**src/pedq_pkg.sv**
```systemverilog
// ============================================================================
// pedq_pkg: shared types and constants of the priority event queue dispatcher
// Item formats, result codes, configuration indexes and the control and
// status bundles between controller and datapath.
// ============================================================================
package pedq_pkg;

    localparam int NUM_QUEUES      = 13;
    localparam int QUEUE_DEPTH     = 16;
    localparam int LOWEST_PRIORITY = 20;

    localparam int STORE_DEPTH = NUM_QUEUES * QUEUE_DEPTH;
    localparam int ID_W        = (NUM_QUEUES > 1) ? $clog2(NUM_QUEUES) : 1;
    localparam int IDX_W       = $clog2(QUEUE_DEPTH);
    localparam int QLEN_W      = $clog2(QUEUE_DEPTH + 1);
    localparam int ADDR_W      = $clog2(STORE_DEPTH);
    localparam int EVENT_W     = 64;

    localparam int CFG_INDEX_W = 2;
    localparam int CFG_DATA_W  = 13;
    localparam int LEN_FIELD_W = 5;
    localparam int QLEN_RESET  = 4;

    localparam logic [CFG_INDEX_W-1:0] CFG_QUEUE_LENGTH    = 2'd0;
    localparam logic [CFG_INDEX_W-1:0] CFG_REGISTERED_MASK = 2'd1;

    localparam logic OP_POST    = 1'b0;
    localparam logic OP_SERVICE = 1'b1;

    localparam logic [1:0] KIND_POST     = 2'd0;
    localparam logic [1:0] KIND_DISPATCH = 2'd1;
    localparam logic [1:0] KIND_IDLE     = 2'd2;

    localparam logic [1:0] ST_ACCEPTED     = 2'd0;
    localparam logic [1:0] ST_FULL         = 2'd1;
    localparam logic [1:0] ST_UNREGISTERED = 2'd2;
    localparam logic [1:0] ST_OUT_OF_RANGE = 2'd3;

    typedef struct packed {
        logic        operation;
        logic [7:0]  priority_level;
        logic [31:0] event_signal;
        logic [31:0] event_parameter;
    } in_item_t;

    typedef struct packed {
        logic [1:0]  result_kind;
        logic [1:0]  post_status;
        logic [5:0]  served_priority;
        logic [31:0] out_signal;
        logic [31:0] out_parameter;
        logic        last_result;
    } out_item_t;

    typedef struct packed {
        logic latch;
        logic post_do;
        logic load_idle;
        logic scan_do;
        logic load_disp;
    } cmd_t;

    typedef struct packed {
        logic any_pending;
        logic todo_empty;
        logic out_free;
    } stat_t;

endpackage

```
**src/pedq_ctrl.sv**
```systemverilog
// ============================================================================
// pedq_ctrl: sequencing of posts and service passes
// Accepts one item at a time and steps the datapath through a post or a
// service pass, each dispatched event being a memory read and then a result load.
// ============================================================================
module pedq_ctrl
    import pedq_pkg::*;
(
    input  logic  clk,
    input  logic  rst_n,
    input  logic  item_valid,
    output logic  item_ready,
    input  logic  op,
    input  stat_t stat,
    output cmd_t  cmd
);

    localparam logic [2:0] S_IDLE    = 3'd0;
    localparam logic [2:0] S_POST    = 3'd1;
    localparam logic [2:0] S_IDLERES = 3'd2;
    localparam logic [2:0] S_SCAN    = 3'd3;
    localparam logic [2:0] S_DOUT    = 3'd4;

    logic [2:0] state_reg;
    logic [2:0] state_next;

    always_comb
    begin
        state_next = state_reg;
        cmd        = '0;
        item_ready = 1'b0;
        case (state_reg)
            S_IDLE:
            begin
                item_ready = 1'b1;
                if (item_valid)
                begin
                    cmd.latch = 1'b1;
                    if (op == OP_POST)
                    begin
                        state_next = S_POST;
                    end
                    else if (stat.any_pending)
                    begin
                        state_next = S_SCAN;
                    end
                    else
                    begin
                        state_next = S_IDLERES;
                    end
                end
            end
            S_POST:
            begin
                if (stat.out_free)
                begin
                    cmd.post_do = 1'b1;
                    state_next  = S_IDLE;
                end
            end
            S_IDLERES:
            begin
                if (stat.out_free)
                begin
                    cmd.load_idle = 1'b1;
                    state_next    = S_IDLE;
                end
            end
            S_SCAN:
            begin
                cmd.scan_do = 1'b1;
                state_next  = S_DOUT;
            end
            S_DOUT:
            begin
                if (stat.out_free)
                begin
                    cmd.load_disp = 1'b1;
                    state_next    = stat.todo_empty ? S_IDLE : S_SCAN;
                end
            end
            default:
            begin
                state_next = S_IDLE;
            end
        endcase
    end

    always_ff @(posedge clk or negedge rst_n)
    begin
        if (!rst_n)
        begin
            state_reg <= S_IDLE;
        end
        else
        begin
            state_reg <= state_next;
        end
    end

    a_load_needs_room: assert property (@(posedge clk) disable iff (!rst_n)
        (cmd.post_do || cmd.load_idle || cmd.load_disp) |-> stat.out_free)
        else $error("result loaded while output register busy");

    a_scan_has_work: assert property (@(posedge clk) disable iff (!rst_n)
        cmd.scan_do |-> !stat.todo_empty)
        else $error("scan issued with no queue left to serve");

    a_one_command: assert property (@(posedge clk) disable iff (!rst_n)
        $onehot0({cmd.latch, cmd.post_do, cmd.load_idle, cmd.scan_do, cmd.load_disp}))
        else $error("more than one datapath command at once");

endmodule

```
**config.mk**
```make
export PLATFORM = sky130hd
export DESIGN_NAME = pedq_ctrl
export DESIGN_NICKNAME = d
export VERILOG_FILES = /design/src/pedq_pkg.sv /design/src/pedq_ctrl.sv
export SDC_FILE = /design/constraint.sdc
export NUM_CORES = 1
export LEC_CHECK = 0
export BUFFER_PORTS_ARGS = -buffer_cell sky130_fd_sc_hd__buf_2
export CAP_MARGIN = 25
export CORE_AREA = 5 5 42 44
export DETAILED_ROUTE_END_ITERATION = 10
export DIE_AREA = 0 0 47 49
export SYNTH_ARGS = -nofsm -noshare
export SYNTH_HDL_FRONTEND = slang
export SYNTH_SLANG_ARGS = --single-unit
export TNS_END_PERCENT = 10
```
**constraint.sdc**
```tcl
create_clock -name clk -period 2.1 [get_ports clk]
set_clock_uncertainty 0.05 [all_clocks]
set_input_delay 0.105 -clock clk [delete_from_list [all_inputs] [get_ports clk]]
set_output_delay 0.105 -clock clk [all_outputs]
set_load 0.005 [all_outputs]
```
==> flow_metrics.tcl, run 1 <==
set metrics [dict create \
    synth.top_cell.area_share 0.314 \
    reg2reg_from "state_reg[2]" \
    synth_area_leader_cell "sky130_fd_sc_hd__dfrtp_1" \
    top_count_cell_post_synth "sky130_fd_sc_hd__dfrtp_1" \
    placed_cells 53 \
    timing.fmax_mhz 730 \
    rows 14 \
    cp_num_buf_inv 1 \
    die_area_sq_um 2300 \
    timing.critical_path.from_type "flip-flop" \
    synthesis.area_sq_um 239 \
    tns_ns 0 \
    grt_pass1_vias 240 \
    final_layout_size_suffix_gt1_frac 0.476 \
    final_util 0.246 \
    first_iter_violations 0 \
    clock_tree.root_cell "sky130_fd_sc_hd__clkbuf_4" \
    hold_path.class "input port to flip-flop" \
    route.vias.total 242 \
    yosysSeqAreaShare 0.314 \
    die-height_um 49 \
    first_pass_grt_wire_length_um 1010 \
    chipWidth_um 47 \
    grt_antenna_before_repair 0 \
    gp_congestion 0.779 \
    min_period_over_period 0.652 \
    max-slew-margin-rel 0.782 \
    power.density_cell_area_nw_per_um2 1140 \
    drc 0 \
    worst-setup-path-type "flip-flop to output pin" \
    largest_reg_flops 3 \
    number_of_enable_flip_flop_cells_after_synthesis 0 \
    netlist_top_cells_area "sky130_fd_sc_hd__dfrtp_1 (31%), sky130_fd_sc_hd__nor2b_4 (5.8%), sky130_fd_sc_hd__a31oi_1 (5.2%), sky130_fd_sc_hd__and4bb_2 (5.2%), sky130_fd_sc_hd__nand2b_1 (5.2%)" \
    max-clock-path-buffers 2 \
    worstPathArrival_ns 1.21 \
    overflow 0 \
    path_max_fanout 9 \
    top_cells_by_count_synth "sky130_fd_sc_hd__dfrtp_1 (3), sky130_fd_sc_hd__a31oi_1 (2), sky130_fd_sc_hd__nand2b_1 (2), sky130_fd_sc_hd__nand3_1 (2), sky130_fd_sc_hd__nor2_1 (2)" \
    worstSetupEndpoint "cmd[4]" \
    total_leakage_power_nw 0.171 \
    status "completed" \
    instance_count_of_the_mapped_netlist 26 \
    floorplan.io_pins 13 \
    synth.avg_cell_area_sq_um 9.19 \
    detail_route.first_pass.iterations 1 \
    worst_skew_pair.late_latency_ns 0.23 \
    tritoncts_clock_tree "yes" \
    fill_cells 172 \
    drv.max_cap_violation_count 0 \
    peak_ir_drop_on_the_vdd_network_uv 496 \
    antenna_left 0 \
    totalWireLength_um 584 \
    diode_count 0 \
    grt_max_degree 10 \
    worst_setup_path_end_kind "output pin" \
    synth_nets 33 \
    timing_hold_violations_final 0 \
    ys_dominant_reg_cell "sky130_fd_sc_hd__dfrtp_1" \
    netlist_cell_types 20 \
    cts.sinks 3 \
    final-max-slew-violation-count 0 \
    cts.repair_timing.setup_buffer_count 0 \
    reg2regPathDepth 3 \
    detailedPlacementHpwl_um 454 \
    clk_pin_slew_worst_paths_ns 0.04 \
    post_layout_nonfiller_instances 58 \
    rr_endpoint "state_reg[2]" \
    postSynth.asyncResetShare 1.00 \
    area_growth_pct 44.0 \
    worst_slew_pin_slew_ns 0.327 \
    period_minus_slack_ns 1.37 \
    synth-warning-count 0 \
    critical_path_stages 3 \
    totalPowerFinal_mw 0.393 \
    initial_cell_density_of_the_core 0.171 \
    rsz_0062_raised_after_global_routing "false" \
    critPathSlowestCell "sky130_fd_sc_hd__dfrtp_1" \
    io_buffer_count 12 \
    cts_buffers 3 \
    total_nets_final 50 \
    wire_per_inst_um 10.1 \
    grtUsageTotal 0.0648 \
    synth_seq_cells 3 \
    setup.reg_to_reg.worst_slack_ns 0.95 \
    cts_htree_levels 1 \
    critical-path-top-delay-family "flip-flops" \
    setup_viol_count_final 0 \
    worst_setup_path_startpoint "state_reg[2]" \
    critical_path_cell_by_cell "nor3_1 -> and2_1 -> buf_2" \
    fin_worst_hold_slack_ns 0.0931 \
    slowest_delay_ns 0.48 \
    timing.critical_path.required_ns 1.95 \
    core_sq_um 1400 \
    vias_per_cell 4.17 \
]
where the power goes:
group,internal [mW],leakage (nW),switching (mW)
clock network,0.0712,0.0150,0.0302
registers,0.0801,0.0395,0.0491
logic,0.0978,0.117,0.0647
total,0.249,0.171,0.144
cell type report:
class                           count  area (sq um)  area share
Timing Repair Buffer               13          70.1       0.204
Clock buffer                        4          26.3      0.0764
Sequential cell                     3          75.1       0.218
Multi-Input combinational cell     21           149       0.433
Tap cell                           16          20.0      0.0582
Inverter                            1          3.75      0.0109
layout by cell type, fill, tap and decap left out, types with 2 or more instances in the layout:
cell / instances
sky130_fd_sc_hd__nand2b_1: 2
sky130_fd_sc_hd__clkbuf_4: 3
sky130_fd_sc_hd__nand3_1: 2
sky130_fd_sc_hd__a31oi_1: 2
sky130_fd_sc_hd__nor2_1: 2
sky130_fd_sc_hd__buf_2: 12
sky130_fd_sc_hd__dfrtp_1: 3
how the worst min path moves through the flow:
stage / from / to / cells past startpoint
floorplan: rst_n / state_reg[0] / 0
global placement: rst_n / state_reg[2] / 1
detailed placement: rst_n / state_reg[2] / 1
CTS: op / state_reg[1] / 3
global route: op / state_reg[1] / 3
finish: op / state_reg[1] / 3
repair_timing:
item,CTS,global route
hold buffers,1,0
hold endpoints to repair,3,0
gates resized for setup,0,0
tightest hold or removal path, stage by stage:
cell and delay, ns:
sky130_fd_sc_hd__buf_2 0.10, sky130_fd_sc_hd__nand3_1 0.06, sky130_fd_sc_hd__a21oi_1 0.06
metrics by stage:
step | instance area [sq um] | setup WS (ns)
6_report | 344 | 0.730
5_1_grt | 344 | 0.604
4_1_cts | 344 | 0.712
3_5_place_dp | 308 | 0.949
3_3_place_gp | 308 | 0.936
2_1_floorplan | 239 | 1.03
per-layer routing:
| layer | GRT usage | vias up | wire (um) |
|---|---|---|---|
| met5 | 0 | - | 0 |
| met4 | 0.0276 | 0 | 0 |
| met3 | 0.0590 | 0 | 58 |
| met2 | 0.0724 | 11 | 248 |
| met1 | 0.0837 | 104 | 278 |
| li1 | - | 127 | - |
cell families after synthesis:
kind of cell | after synthesis | synth area share
compound gates | 3 | 0.0733
buf+inv | 2 | 0.0628
flops | 3 | 0.314
simple gates | 18 | 0.550
No activity file was read; power rests on OpenSTA's default activity.
==> inputs of run 2 (changes only) <==
==> constraint.sdc (replaced) <==
create_clock -name clk -period 1.22 [get_ports clk]
set_clock_uncertainty 0.05 [all_clocks]
set_input_delay 0.061 -clock clk [delete_from_list [all_inputs] [get_ports clk]]
set_output_delay 0.061 -clock clk [all_outputs]
set_load 0.005 [all_outputs]
==> flow_metrics.tcl, run 2 (synthesized netlist as in run 1, its figures left out) <==
set metrics [dict create \
    status "complete, but fails checks" \
    violations "negative setup slack" \
    pre_cts_ws_ns 0.0742 \
    max-clock-path-buffers 2 \
    fin_worst_hold_slack_ns 0.0446 \
    route.vias.total 258 \
    cts.sinks 3 \
    grt_pass1_vias 265 \
    first_iter_violations 1 \
    grt_max_degree 10 \
    tns_ns -0.0211 \
    worst-setup-path-type "flip-flop to output pin" \
    grtUsageMet1 0.0771 \
    peak_ir_drop_on_the_vdd_network_uv 511 \
    largest_reg_flops 3 \
    totalWireLength_um 642 \
    cts_htree_levels 1 \
    grt.met3_usage 0.0221 \
    worst_slew_pin_slew_ns 0.211 \
    worstPathArrival_ns 1.12 \
    timing.fmax_mhz 810 \
    overflow 0 \
    post-route-worst-setup-slack_ns -0.0141 \
    vias_per_cell 4.23 \
    use_met2 0.0837 \
    hold_path.class "input port to flip-flop" \
    setup_viol_count_final 2 \
    totalPowerFinal_mw 0.789 \
    gp_congestion 0.765 \
    area_growth_pct 63.9 \
    max-slew-margin-rel 0.858 \
    grtUsageTotal 0.0655 \
    detailedPlacementHpwl_um 456 \
    path_max_fanout 6 \
    grt_antenna_before_repair 0 \
    clk_pin_slew_worst_paths_ns 0.04 \
    antenna_left 0 \
    wire_per_inst_um 10.5 \
    final-max-slew-violation-count 0 \
    core_sq_um 1400 \
    gr-max-usage-layer "met2" \
    die-height_um 49 \
    worst_skew_pair.late_latency_ns 0.24 \
    tritoncts_clock_tree "yes" \
    drv.max_cap_violation_count 0 \
    timing.critical_path.required_ns 1.11 \
    floorplan.io_pins 13 \
    final_layout_size_suffix_gt1_frac 0.622 \
    die_area_sq_um 2300 \
    total_leakage_power_nw 0.185 \
    initial_cell_density_of_the_core 0.171 \
    final_common_cell "sky130_fd_sc_hd__buf_2" \
    timing.critical_path.from_type "flip-flop" \
    power.density_cell_area_nw_per_um2 2010 \
    timing_hold_violations_final 0 \
    first_pass_grt_wire_length_um 1060 \
    chipWidth_um 47 \
    final_design_area_no_fill_sq_um 392 \
    drc 0 \
    io_buffer_count 12 \
    period_minus_slack_ns 1.23 \
    worst_setup_path_end_kind "output pin" \
    layout.cells.most_common_list "sky130_fd_sc_hd__buf_2 (10), sky130_fd_sc_hd__clkbuf_4 (3), sky130_fd_sc_hd__dfrtp_2 (3)" \
    rows 14 \
    placement.cell_area_sq_um 308 \
    detail_route.first_pass.iterations 2 \
    cts_buffers 3 \
    rsz_0062_raised_after_global_routing "true" \
    min_period_over_period 1.01 \
    total_nets_final 53 \
    fill_cells 159 \
    clock_tree.root_cell "sky130_fd_sc_hd__clkbuf_4" \
    total_area_of_multi_input_combinational_cells_sq_um 160 \
    regArea_sq_um 78.8 \
    diode_count 0 \
]
==> run 2: through the flow <==
step                utilization  cells
finish                    0.279     61
detailed placement        0.220     53
global placement          0.220     53
floorplan                     -     26
global route              0.279     61
CTS                       0.271     60
==> run 2: metal layers <==
metal	share of wire	routed length, um
met4	0.030	19
met5	0	0
met1	0.47	303
met2	0.44	284
met3	0.055	35
==> run 2: final timing paths <==
path	start	end	slack (ns)	cells past startpoint
min reg2reg	state_reg[1]	state_reg[0]	0.47	1
min in group asynchronous	rst_n	state_reg[0]	0.10	2
max in group asynchronous	rst_n	state_reg[1]	0.90	2
max	state_reg[2]	cmd[4]	-0.01	3
min	op	state_reg[1]	0.04	3
max reg2reg	state_reg[1]	state_reg[1]	0.08	4
==> run 2: critical path: stages, from the launching register on <==
cell and delay (ns):
sky130_fd_sc_hd__dfrtp_2 0.46, sky130_fd_sc_hd__nor3_2 0.18, sky130_fd_sc_hd__and2_1 0.14, sky130_fd_sc_hd__buf_2 0.10
==> run 2: area by class of cell <==
| type | instances | area share |
|---|---|---|
| inverters | 1 | 0.00958 |
| well taps | 16 | 0.0511 |
| clock buffers | 4 | 0.0671 |
| flip-flops and latches | 3 | 0.201 |
| repair buffers | 16 | 0.262 |
| multi-input cells | 21 | 0.409 |
==> run 2: repair_timing <==
item,4_1_cts,5_1_grt
hold buffers,1,0
gates resized for setup,7,2
buffers inserted,2,1
cloned,0,0
endpoints found under the hold margin,3,0
setup endpoints to repair,6,5
pin swaps,3,3
==> run 2: report_power, final <==
part | switching (mW) | total, mW | internal [mW]
combinational | 0.143 | 0.379 | 0.235
sequential | 0.0852 | 0.231 | 0.146
clock | 0.0557 | 0.179 | 0.123
total | 0.284 | 0.789 | 0.505
==> inputs of run 3 (changes only) <==
--- a/config.mk
+++ b/config.mk
@@ -10,6 +10,7 @@
 export CORE_AREA = 5 5 42 44
 export DETAILED_ROUTE_END_ITERATION = 10
 export DIE_AREA = 0 0 47 49
+export RECOVER_POWER = 100
 export SYNTH_ARGS = -nofsm -noshare
 export SYNTH_HDL_FRONTEND = slang
 export SYNTH_SLANG_ARGS = --single-unit
==> flow_metrics.tcl, run 3 (synthesized netlist as in run 1, its figures left out) <==
set metrics [dict create \
    detailedPlacementHpwl_um 456 \
    totalWireLength_um 640 \
    worst-setup-path-type "flip-flop to output pin" \
    gp_congestion 0.765 \
    die_area_sq_um 2300 \
    setup_viol_count_final 2 \
    max-slew-margin-rel 0.858 \
    placed_cells 53 \
    final_design_area_no_fill_sq_um 390 \
    timing_hold_violations_final 0 \
    final_layout_size_suffix_gt1_frac 0.600 \
    power.density_cell_area_nw_per_um2 2020 \
    worstPathArrival_ns 1.12 \
    largest_reg_flops 3 \
    layout.cells.most_common_list "sky130_fd_sc_hd__buf_2 (9), sky130_fd_sc_hd__clkbuf_4 (3), sky130_fd_sc_hd__dfrtp_2 (3)" \
    vias_per_cell 4.25 \
    io_buffer_count 12 \
    max-clock-path-buffers 2 \
    period_minus_slack_ns 1.23 \
    status "complete, but fails checks" \
    floorplan.io_pins 13 \
    timing.critical_path.from_type "flip-flop" \
    grt_pass1_vias 265 \
    detail_route.first_pass.iterations 2 \
    cts.sinks 3 \
    final_common_cell "sky130_fd_sc_hd__buf_2" \
    tns_ns -0.0210 \
    antenna_left 0 \
    route.vias.total 259 \
    initial_cell_density_of_the_core 0.171 \
    rows 14 \
    violations "negative setup slack" \
    totalPowerFinal_mw 0.788 \
    critical_path_cell_by_cell "nor3_2 -> and2_1 -> buf_2" \
    timing.fmax_mhz 810 \
    chipWidth_um 47 \
    hold_path.class "input port to flip-flop" \
    first_pass_grt_wire_length_um 1060 \
    rsz_0062_raised_after_global_routing "true" \
    grtUsageTotal 0.0655 \
    path_max_fanout 6 \
    clock_tree.root_cell "sky130_fd_sc_hd__clkbuf_4" \
    total_leakage_power_nw 0.182 \
    area_growth_pct 63.4 \
    worst_skew_pair.late_latency_ns 0.24 \
    post-route-worst-setup-slack_ns -0.0139 \
    setup.reg_to_reg.worst_slack_ns 0.08 \
    placement.cell_area_sq_um 308 \
    min_period_over_period 1.01 \
    pre_cts_ws_ns 0.0742 \
    grt_max_degree 10 \
    cts_htree_levels 1 \
    total_nets_final 53 \
    drc 0 \
    clk_pin_slew_worst_paths_ns 0.04 \
    overflow 0 \
    timing.critical_path.required_ns 1.11 \
    tritoncts_clock_tree "yes" \
    final-max-slew-violation-count 0 \
    first_iter_violations 1 \
    slowest_delay_ns 0.46 \
    grt_antenna_before_repair 0 \
    diode_count 0 \
    die-height_um 49 \
    wire_per_inst_um 10.5 \
    core_sq_um 1400 \
    peak_ir_drop_on_the_vdd_network_uv 477 \
    critPathSlowestCell "sky130_fd_sc_hd__dfrtp_2" \
    cts_buffers 3 \
    worst_slew_pin_slew_ns 0.211 \
    worst_setup_path_end_kind "output pin" \
    post_layout_nonfiller_instances 61 \
    drv.max_cap_violation_count 0 \
]
[run 3: cell types whose count changed in the layout (fill, tap and decap cells not counted)]
| cell | before | now |
|---|---|---|
| sky130_fd_sc_hd__clkbuf_1 | 1 | 2 |
| sky130_fd_sc_hd__buf_2 | 10 | 9 |
[run 3: worst paths after layout]
| path | start | endpoint | cells after the start |
|---|---|---|---|
| setup / recovery | state_reg[2] | cmd[4] | 3 |
| hold / removal | op | state_reg[1] | 3 |
| setup reg to reg | state_reg[1] | state_reg[1] | 4 |
| hold reg to reg | state_reg[1] | state_reg[0] | 1 |
| max in group asynchronous | rst_n | state_reg[1] | 2 |
| min in group asynchronous | rst_n | state_reg[0] | 2 |
[run 3: layout make-up]
type / instances / area, sq um
clock buffer: 4 / 26.3
fill: 157 / 1010
inverter: 1 / 3.75
multi-input combinational: 21 / 160
sequential: 3 / 78.8
tap: 16 / 20.0
timing repair buffer: 16 / 101
[run 3: routing by layer]
metal | track usage | wire length (um) | share of wire
met1 | 0.0771 | 301 | 0.47
met2 | 0.0837 | 283 | 0.44
met3 | 0.0221 | 35 | 0.055
met4 | 0.0691 | 19 | 0.030
met5 | 0 | 0 | 0
[run 3: power by group]
group          internal, mW  switching [mW]  leakage, nW
logic                 0.235           0.143        0.132
clock network         0.123          0.0557       0.0150
registers             0.146          0.0852       0.0353
total                 0.504           0.284        0.182
[run 3: timing repair]
action,in CTS,in global routing
cloned,0,0
setup endpoints to repair,6,5
pin swaps,3,3
buffers inserted,2,1
resized for setup,7,2
hold buffers,1,0
endpoints found under the hold margin,3,0
[run 3: stage by stage]
| stage | hold WS (ns) | util |
|---|---|---|
| after floorplan | -0.285 | - |
| after global placement | -0.190 | 0.220 |
| after detailed placement | -0.193 | 0.220 |
| after CTS | 0.0380 | 0.271 |
| after global routing | 0.0594 | 0.279 |
| final | 0.0446 | 0.279 |
[run 3: critical path: cells and delay by family (launching register included)]
| family | cells | cell delay, ns |
|---|---|---|
| DFF | 1 | 0.46 |
| buffers and inverters | 1 | 0.10 |
| and+or+nand+nor | 2 | 0.32 |
